--- src/design/mapool_pkg.sv ---
`default_nettype none
package mapool_pkg;

   localparam int CHAN_W = 10;
   localparam int FP_W = 32;
   localparam int ROWS = 9;
   localparam int CSR_ADDR_W = 2;

   localparam logic [FP_W-1:0] CANON_NAN = 32'h7FC0_0000;
   localparam logic [FP_W-1:0] SCALE_RESET = 32'h3F80_0000;
   localparam logic [FP_W-1:0] CLAMP_LOW_RESET = 32'hFF80_0000;
   localparam logic [FP_W-1:0] CLAMP_HIGH_RESET = 32'h7F80_0000;

   localparam logic [CSR_ADDR_W-1:0] CSR_SCALE = 2'd0;
   localparam logic [CSR_ADDR_W-1:0] CSR_CLAMP_LOW = 2'd1;
   localparam logic [CSR_ADDR_W-1:0] CSR_CLAMP_HIGH = 2'd2;

   typedef struct packed {
      logic [FP_W-1:0] scale;
      logic [FP_W-1:0] clamp_low;
      logic [FP_W-1:0] clamp_high;
   } cfg_type;

   typedef struct packed {
      logic [CHAN_W-1:0] channel;
      logic [FP_W-1:0] sum;
   } sum_item_type;

   typedef struct packed {
      logic special;
      logic [FP_W-1:0] sval;
      logic sign;
      logic signed [10:0] exp;
      logic [47:0] prod;
   } mul_pre_type;

   function automatic logic [5:0] lzc48(input logic [47:0] x);
      logic [5:0] lz;
      lz = 6'd48;
      for (int i = 0; i < 48; i++) begin
         if (x[i]) begin
            lz = 6'(47 - i);
         end
      end
      return lz;
   endfunction

   function automatic logic [FP_W-1:0] fp_add(input logic [FP_W-1:0] a,
                                              input logic [FP_W-1:0] b);
      logic a_nan, b_nan, a_inf, b_inf, swap, sl, ss, lost, rnd, zero;
      logic [31:0] big, sml, res;
      logic [7:0] el, es, d;
      logic [23:0] ml, ms;
      logic [26:0] xl, xs, xsh;
      logic [27:0] s;
      logic [5:0] lz;
      logic [9:0] e, sh;
      logic [24:0] m;
      a_nan = (a[30:23] == 8'hFF) && (a[22:0] != 23'd0);
      b_nan = (b[30:23] == 8'hFF) && (b[22:0] != 23'd0);
      a_inf = (a[30:23] == 8'hFF) && (a[22:0] == 23'd0);
      b_inf = (b[30:23] == 8'hFF) && (b[22:0] == 23'd0);
      swap = a[30:0] < b[30:0];
      big = swap ? b : a;
      sml = swap ? a : b;
      sl = big[31];
      ss = sml[31];
      el = (big[30:23] == 8'd0) ? 8'd1 : big[30:23];
      es = (sml[30:23] == 8'd0) ? 8'd1 : sml[30:23];
      ml = {big[30:23] != 8'd0, big[22:0]};
      ms = {sml[30:23] != 8'd0, sml[22:0]};
      d = el - es;
      xl = {ml, 3'b000};
      xs = {ms, 3'b000};
      if (d >= 8'd27) begin
         xsh = '0;
         lost = (xs != '0);
      end else begin
         xsh = xs >> d;
         lost = ((xsh << d) != xs);
      end
      xsh[0] = xsh[0] | lost;
      if (sl == ss) begin
         s = {1'b0, xl} + {1'b0, xsh};
      end else begin
         s = {1'b0, xl} - {1'b0, xsh};
      end
      zero = (s == 28'd0);
      e = {2'b00, el};
      lz = 6'd0;
      sh = 10'd0;
      if (s[27]) begin
         s = {1'b0, s[27:2], s[1] | s[0]};
         e = e + 10'd1;
      end else if (!zero) begin
         lz = lzc48({s[26:0], 21'd0});
         sh = ({4'd0, lz} < (e - 10'd1)) ? {4'd0, lz} : (e - 10'd1);
         s = s << sh;
         e = e - sh;
      end
      rnd = s[2] & (s[1] | s[0] | s[3]);
      m = {1'b0, s[26:3]} + {24'd0, rnd};
      if (m[24]) begin
         m = {1'b0, m[24:1]};
         e = e + 10'd1;
      end
      if (a_nan || b_nan) begin
         res = CANON_NAN;
      end else if (a_inf && b_inf) begin
         res = (a[31] != b[31]) ? CANON_NAN : a;
      end else if (a_inf) begin
         res = a;
      end else if (b_inf) begin
         res = b;
      end else if (zero) begin
         res = {sl & ss, 31'd0};
      end else if (e >= 10'd255) begin
         res = {sl, 8'hFF, 23'd0};
      end else begin
         res = {sl, m[23] ? e[7:0] : 8'd0, m[22:0]};
      end
      return res;
   endfunction

   function automatic mul_pre_type fp_mul_pre(input logic [FP_W-1:0] a,
                                              input logic [FP_W-1:0] b);
      mul_pre_type p;
      logic a_nan, b_nan, a_inf, b_inf, a_zero, b_zero, sg;
      logic [7:0] ea, eb;
      logic [23:0] ma, mb;
      a_nan = (a[30:23] == 8'hFF) && (a[22:0] != 23'd0);
      b_nan = (b[30:23] == 8'hFF) && (b[22:0] != 23'd0);
      a_inf = (a[30:23] == 8'hFF) && (a[22:0] == 23'd0);
      b_inf = (b[30:23] == 8'hFF) && (b[22:0] == 23'd0);
      a_zero = (a[30:0] == 31'd0);
      b_zero = (b[30:0] == 31'd0);
      sg = a[31] ^ b[31];
      ea = (a[30:23] == 8'd0) ? 8'd1 : a[30:23];
      eb = (b[30:23] == 8'd0) ? 8'd1 : b[30:23];
      ma = {a[30:23] != 8'd0, a[22:0]};
      mb = {b[30:23] != 8'd0, b[22:0]};
      p.sign = sg;
      p.prod = 48'(ma) * 48'(mb);
      p.exp = $signed({3'b000, ea}) + $signed({3'b000, eb}) - 11'sd126;
      p.special = 1'b1;
      if (a_nan || b_nan || (a_inf && b_zero) || (b_inf && a_zero)) begin
         p.sval = CANON_NAN;
      end else if (a_inf || b_inf) begin
         p.sval = {sg, 8'hFF, 23'd0};
      end else if (a_zero || b_zero) begin
         p.sval = {sg, 31'd0};
      end else begin
         p.sval = '0;
         p.special = 1'b0;
      end
      return p;
   endfunction

   function automatic logic [FP_W-1:0] fp_mul_fin(input mul_pre_type p);
      logic [5:0] lz;
      logic [47:0] q, q2;
      logic signed [11:0] e;
      logic [11:0] sh;
      logic lost, st, rnd;
      logic [24:0] m;
      logic [31:0] res;
      lz = lzc48(p.prod);
      q = p.prod << lz;
      e = $signed({p.exp[10], p.exp}) - $signed({6'd0, lz});
      lost = 1'b0;
      if (e < 12'sd1) begin
         sh = 12'(12'sd1 - e);
         if (sh >= 12'd48) begin
            lost = (q != 48'd0);
            q = '0;
         end else begin
            q2 = q >> sh;
            lost = ((q2 << sh) != q);
            q = q2;
         end
         e = 12'sd1;
      end
      st = (|q[22:0]) | lost;
      rnd = q[23] & (st | q[24]);
      m = {1'b0, q[47:24]} + {24'd0, rnd};
      if (m[24]) begin
         m = {1'b0, m[24:1]};
         e = e + 12'sd1;
      end
      if (p.special) begin
         res = p.sval;
      end else if (e >= 12'sd255) begin
         res = {p.sign, 8'hFF, 23'd0};
      end else begin
         res = {p.sign, m[23] ? e[7:0] : 8'd0, m[22:0]};
      end
      return res;
   endfunction

   function automatic logic fp_lt(input logic [FP_W-1:0] a, input logic [FP_W-1:0] b);
      logic a_nan, b_nan, r;
      a_nan = (a[30:23] == 8'hFF) && (a[22:0] != 23'd0);
      b_nan = (b[30:23] == 8'hFF) && (b[22:0] != 23'd0);
      if (a_nan || b_nan) begin
         r = 1'b0;
      end else if ((a[30:0] == 31'd0) && (b[30:0] == 31'd0)) begin
         r = 1'b0;
      end else if (a[31] != b[31]) begin
         r = a[31];
      end else if (!a[31]) begin
         r = a[30:0] < b[30:0];
      end else begin
         r = a[30:0] > b[30:0];
      end
      return r;
   endfunction

endpackage
`default_nettype wire

--- src/design/mapool_scale.sv ---
`default_nettype none
module mapool_scale import mapool_pkg::*; (
   input  wire logic clock,
   input  wire logic reset,
   input  wire logic in_valid,
   output logic in_ready,
   input  wire sum_item_type in_item,
   input  wire cfg_type cfg,
   output logic out_valid,
   input  wire logic out_ready,
   output logic [FP_W-1:0] out_average,
   output logic [CHAN_W-1:0] out_channel
);

   logic va_ff, vb_ff, vc_ff, vo_ff;
   sum_item_type item_a_ff;
   mul_pre_type pre_b_ff;
   logic [CHAN_W-1:0] ch_b_ff, ch_c_ff, ch_o_ff;
   logic [FP_W-1:0] prod_c_ff, avg_o_ff;
   logic rdy_a, rdy_b, rdy_c, rdy_o;
   logic [FP_W-1:0] low_v, clamp_v;

   assign rdy_o = !vo_ff || out_ready;
   assign rdy_c = !vc_ff || rdy_o;
   assign rdy_b = !vb_ff || rdy_c;
   assign rdy_a = !va_ff || rdy_b;
   assign in_ready = rdy_a;

   assign low_v = fp_lt(prod_c_ff, cfg.clamp_low) ? cfg.clamp_low : prod_c_ff;
   assign clamp_v = fp_lt(cfg.clamp_high, low_v) ? cfg.clamp_high : low_v;

   assign out_valid = vo_ff;
   assign out_average = avg_o_ff;
   assign out_channel = ch_o_ff;

   always_ff @(posedge clock) begin
      if (reset) begin
         va_ff <= 1'b0;
         vb_ff <= 1'b0;
         vc_ff <= 1'b0;
         vo_ff <= 1'b0;
      end else begin
         if (rdy_a) begin
            va_ff <= in_valid;
         end
         if (rdy_b) begin
            vb_ff <= va_ff;
         end
         if (rdy_c) begin
            vc_ff <= vb_ff;
         end
         if (rdy_o) begin
            vo_ff <= vc_ff;
         end
      end
   end

   always_ff @(posedge clock) begin
      if (rdy_a) begin
         item_a_ff <= in_item;
      end
      if (rdy_b) begin
         pre_b_ff <= fp_mul_pre(item_a_ff.sum, cfg.scale);
         ch_b_ff <= item_a_ff.channel;
      end
      if (rdy_c) begin
         prod_c_ff <= fp_mul_fin(pre_b_ff);
         ch_c_ff <= ch_b_ff;
      end
      if (rdy_o) begin
         avg_o_ff <= (clamp_v[30:23] == 8'hFF && clamp_v[22:0] != 23'd0) ? CANON_NAN : clamp_v;
         ch_o_ff <= ch_c_ff;
      end
   end

endmodule
`default_nettype wire

--- config.mk ---
export PLATFORM = sky130hd
export DESIGN_NAME = mapool_scale
export DESIGN_NICKNAME = d
export VERILOG_FILES = /design/src/design/mapool_pkg.sv /design/src/design/mapool_scale.sv
export SDC_FILE = /design/constraint.sdc
export NUM_CORES = 2
export LEC_CHECK = 0
export ABC_AREA = 1
export BUFFER_PORTS_ARGS = -buffer_cell sky130_fd_sc_hd__buf_2
export CAP_MARGIN = 10
export CORE_MARGIN = 2
export CORE_UTILIZATION = 65
export CTS_CLUSTER_SIZE = 14
export DETAILED_ROUTE_END_ITERATION = 10
export GPL_TIMING_DRIVEN = 1
export PLACE_DENSITY_LB_ADDON = 0.12
export SYNTH_ARGS = -nofsm -noshare
export SYNTH_HDL_FRONTEND = slang
export SYNTH_SLANG_ARGS = --single-unit
export TNS_END_PERCENT = 20
--- constraint.sdc ---
create_clock -name clock -period 10.4 [get_ports clock]
set_input_delay 2.08 -clock clock [delete_from_list [all_inputs] [get_ports clock]]
set_output_delay 2.08 -clock clock [all_outputs]
set_load 0.01 [all_outputs]
# Word level (Yosys, flattened, before mapping)
# Cells that the tools add are included.
[word_totals] reg_bits=232 inputBits=142 out_inout_bits=44 wordCells=177
[classes] addsub=6 n_mul=1 order_cmp=7 eq_ne=10 shifts=3 mux=79 bitwise=4 n_reduce_logical=50
[ops] cell="6-bit 2-to-1 mux" n=48
[ops] cell="31-bit logical NOT" n=6
[ops] cell="23-bit nonzero test" n=7
[ops] cell="32-bit 2-to-1 mux" n=5
[ops] cell="48-bit 2-to-1 mux" n=3
[ops] cell="31-bit greater-than comparator" n=2
[ops] cell="31-bit less-than comparator" n=2
[ops] cell="8-bit == test, second input constant" n=7
[ops] cell="24-bit by 24-bit multiplier with 48-bit output" n=1
[ops] cell="12-bit 2-to-1 mux" n=4
[ops] cell="24-bit 2-to-1 mux" n=2
[ops] cell="48-bit != test" n=1
[ops] cell="48-bit nonzero test" n=1
[ops] cell="48-bit by 12-bit left shift with 48-bit output" n=1
[ops] cell="48-bit by 6-bit left shift with 48-bit output" n=1
[ops] cell="48-bit by 12-bit right shift with 48-bit output" n=1
[ops] cell="23-bit logical NOT" n=2
[ops] cell="31-bit 2-to-1 mux" n=1
[ops] cell="24-bit by 1-bit adder with 25-bit output" n=1
[ops] cell="8-bit 2-to-1 mux" n=3
[ops] cell="23-bit OR reduction" n=1
[ops] cell="8-bit logical NOT" n=2
[ops] cell="8-bit nonzero test" n=2
[ops] cell="1-bit logical AND" n=13
[ops] cell="other kinds (17)" n=43

# Depth between registers and ports, before layout
[logic_depth] depth_word=66 depth_mapped=93 depth_no_buf=89

# Worst setup path before layout
# OpenSTA, ideal clock, no wires.
[synth_timing] kind="input-to-reg" from="in cfg[67] (netlist bit)" to="reg pre_b_ff[47] (netlist bit) (data pin)" setup_ns=0.271 arrival_time_ns=9.250 required_time_ns=10.129 slack_ns=0.879 path_stages=36 path_buffers=2 cell_sequence="clkbuf_1 -> clkbuf_1 -> nand2_1 -> fa_1 -> fa_1 -> inv_1 -> fa_1 -> ha_1 -> fa_1 -> inv_1 -> fa_1 -> fa_1 -> inv_1 -> ha_1 -> a21oi_1 -> inv_1 -> a21o_1 -> a21oi_1 -> o21bai_1 -> a21oi_1 -> o21bai_1 -> a21oi_1 -> o21ai_0 -> inv_1 -> o21ai_0 -> a21oi_1 -> o21bai_1 -> a21o_1 -> a21oi_1 -> o21ai_0 -> nand3_1 -> nand2_1 -> a21oi_1 -> o21ai_0 -> a221oi_1 -> xor2_1"
[synth_between] elab_chain_len=1
[synth_rtl] element="start, declared" line_no="mapool_scale.sv:8" text="input wire cfg_type cfg,"
[synth_rtl] element="24-bit by 24-bit multiplier with 48-bit output" line_no="mapool_pkg.sv:143" text="p.prod = 48'(ma) * 48'(mb);"
[synth_rtl] element="end signal, assigned" line_no="mapool_scale.sv:63" text="pre_b_ff <= fp_mul_pre(item_a_ff.sum, cfg.scale);"
[synth_rtl] element="end, declared" line_no="mapool_scale.sv:17" text="mul_pre_type pre_b_ff;"
# No other way between the ends.
# A chain may end at the register's enable or synchronous reset.

# Worst setup path in the final report
[layout_timing] from="in cfg[70] (netlist bit)" to="reg pre_b_ff[47] (netlist bit) (data pin)"
# The elaborated chain is that of the path after synthesis.

==> summary.md <==
| Metric | Value |
|---|---|
| Outcome | `complete, no violations` |
| Syn nets | `6474` |
| Initial Util | `65.8%` |
| Number of global-route vias before repair | `38500` |
| Worst hold slack | `415 ps` |
| FFs w/ async S/R, synth | `0%` |
| Post-Synth Simple-Gate Area | `32.5%` |
| CTS tree | `built` |
| Crit path time final | `9660 ps` |
| Top-area cell type share of the netlist area | `24.4%` |
| Post-Synth Adder-Cell Area | `32.6%` |
| Final setup fails | `0` |
| Worst R2R End | `prod_c_ff[10]` |
| Synth warnings | `0` |
| Setup CP Type | `in2reg` |
| Synth top cells by count | `nand2_1 (1443), nand3_1 (1016), inv_1 (939), fa_1 (484), ha_1 (261)` |
| Nets | `6440` |
| Max Root-Sink Buffers | `3` |
| R2r startpoint | `pre_b_ff[2]` |
| CP max stage delay | `570 ps` |
| Clk root buf | `clkbuf_16` |
| CP Capture Type | `flop` |
| Die Ht | `251 µm` |
| Vias per cell | `6.11` |
| Die area | `0.0631 mm²` |
| Largest net degree at the start of global routing | `75` |
| Worst Hold Class | `reg2reg` |
| Initial antenna violation count | `2` |
| DRT iter0 DRCs | `4324` |
| Seq/Total Area, Yosys | `15.3%` |
| Mapped cell area | `0.0397 mm²` |
| Max Fanout on Critical Path | `25` |
| CP Launch Point | `cfg[70]` |
| Grt ovf | `0` |
| Die Width | `251 µm` |
| DRT antenna net count | `0` |
| Vias post-DR | `38800` |
| Relative slew margins | `15.6%` |
| Clock Sinks | `203` |
| IO Count | `186` |
| Required time worst endpoint | `10730 ps` |
| Hold-fix buffers at CTS | `0` |
| Final hold vios | `0` |
| Worst Path Arrival | `9980 ps` |
| Core Region | `0.0604 mm²` |
| Synthesized flop and latch total | `203` |
| Mux cell area share after synthesis | `0.0252%` |
| Xor/xnor share of the synthesized area | `2.10%` |
| Primary FF master, synth | `edfxtp_1` |
| Combinational family with the most area after synthesis | `adder cells` |
| R2r setup slk | `790 ps` |
| First-pass GRT wire length | `205000 µm` |
| Compound-cell area share of the yosys netlist | `5.09%` |
| Fillers | `5196` |
| Post-synth EDFFs | `199` |
| Startpoint types | `primary input` |
| Count leader, synth | `nand2_1` |
| Fmax achieved | `104 MHz` |
| Clock transition at path regs | `70 ps` |
| Layout area overhead | `5.59%` |
| Cell repeated most along the worst path | `fa_1` |
| Dpl hpwl | `101000 µm` |
| Area leader, netlist | `fa_1` |
| Worst Skew | `47.9 ps` |
| Routed WL | `129000 µm` |
| Fin. max-slew vios | `0` |
| Wire per inst | `20.3 µm` |
| DRT Pass-1 Iters | `6` |
| Port buffer count | `185` |
| Worst path slowest cell | `fa_1` |
| Crit share post-route | `92.8%` |
| CTS Buf Count | `24` |
| CP endpoint | `pre_b_ff[47]` |
| R2R cell count | `83` |
| Total GRT Usage | `41.3%` |
| H-tree depth | `1` |
| Mapped Avg Cell Area | `7.11 µm²` |
| Synth area leaders | `fa_1 (24%), edfxtp_1 (15%), nand2_1 (14%)` |
| Worst-Margin Slew | `1270 ps` |
| Post-Synthesis Cells | `5587` |
| FP Rows | `90` |
| Layout cells sized above 1 | `7.41%` |
| Hold Crit Depth | `0` |
| Synth unique cells | `65` |
| Setup bufs post-CTS | `0` |
| Clock Latency Late Sink | `580 ps` |
| Gp weighted congestion | `1.06` |
| Max_cap viols | `0` |
| Residual DRC count | `0` |
-- cell families after synthesis --
family                   Yosys count
AND/OR/NAND/NOR                 2899
adder cells (fa/ha/maj)          745
XOR/XNOR                          95
buffers and inverters           1291
AO/OA/AOI/OAI                    353
flip-flops                       203
multiplexers                       1
-- metal layers --
metal	track usage, %	wire (µm)	part of all wire (%)
met5	0	0	0
met4	22.5	7940	6.2
met3	7.12	12700	9.8
met2	68.2	60400	47
met1	51.9	48000	37
-- worst max-delay path, delay by kind of cell --
kind | cells | cell delay (ps)
and+or+nand+nor | 4 | 500
buffers and inverters | 5 | 750
xor gates and xnor gates | 1 | 160
adders and majority gates | 8 | 3890
AOI/OAI and AO/OA | 13 | 2580
-- metrics by stage --
step                      cells  util, %  setup TNS, ps  worst slack, ps  cell area [µm²]
after detailed placement   6309     67.9              0              201            41000
final                      6355     69.5              0              744            41900
after global routing       6354     69.5          -59.4            -20.6            41900
after CTS                  6352     69.4              0              612            41900
after global placement     6309     67.9              0              403            41000
after floorplan            5587        -              0              879            39700
-- layout make-up --
cell class,count,area (µm²),area share [%]
Inverter,960,3610,8.61
Sequential cell,203,6060,14.4
Multi-Input combinational cell,4093,28800,68.7
Timing Repair Buffer,271,1590,3.80
Clock inverter,13,231,0.552
Antenna cell,3,7.51,0.0179
Tap cell,782,978,2.33
Clock buffer,30,633,1.51
-- registers in the layout, indices dropped and copies added (netlist names) --
name         count
vb_ff            1
pre_b_ff        63
prod_c_ff       32
ch_b_ff         10
vc_ff            1
va_ff            1
ch_c_ff         10
out_valid        1
out_average     32
item_a_ff       42
out_channel     10
-- cells in the final DEF (no fill, tap or decap), types with 4 or more instances in the layout --
master,synthesis,layout
inv_2,10,15
bufinv_16,0,5
buf_4,1,84
nand3_2,8,9
a31oi_1,4,4
nand2_4,3,4
nand4_1,122,122
edfxtp_1,199,199
xnor2_1,27,26
nand2_1,1443,1442
clkbuf_1,236,5
inv_1,939,936
ha_1,261,260
nor3_2,4,4
fa_1,484,483
nor3_1,28,28
a21o_1,5,5
nand2_2,17,17
nor2_2,22,25
nor2_1,167,164
o211ai_1,9,9
or4_1,5,5
o21ai_2,6,7
o21ai_1,22,21
a21oi_2,2,6
dfxtp_1,4,4
buf_2,21,184
a211oi_1,26,26
clkinv_1,10,9
xor2_1,68,67
nor4_1,43,43
o21bai_1,7,7
nand3_1,1016,1015
clkbuf_16,0,24
o21ai_0,103,102
a21oi_1,143,139
and2_1,7,7
-- worst min path at each step --
stage | start | slack (ps) | endpoint
2_1_floorplan | item_a_ff[32] | 400 | ch_b_ff[0]
3_3_place_gp | ch_b_ff[0] | 400 | ch_c_ff[0]
3_5_place_dp | item_a_ff[33] | 400 | ch_b_ff[1]
4_1_cts | item_a_ff[33] | 420 | ch_b_ff[1]
5_1_grt | item_a_ff[33] | 420 | ch_b_ff[1]
6_report | item_a_ff[37] | 420 | ch_b_ff[5]
-- what timing repair did --
action | CTS | global route
endpoints found under the setup margin | 0 | 32
endpoints found under the hold margin | 0 | 0
resized for setup | 0 | 12
Power is not shown: default switching activity piles up to over one toggle a cycle in this logic, so the estimate is an artifact.
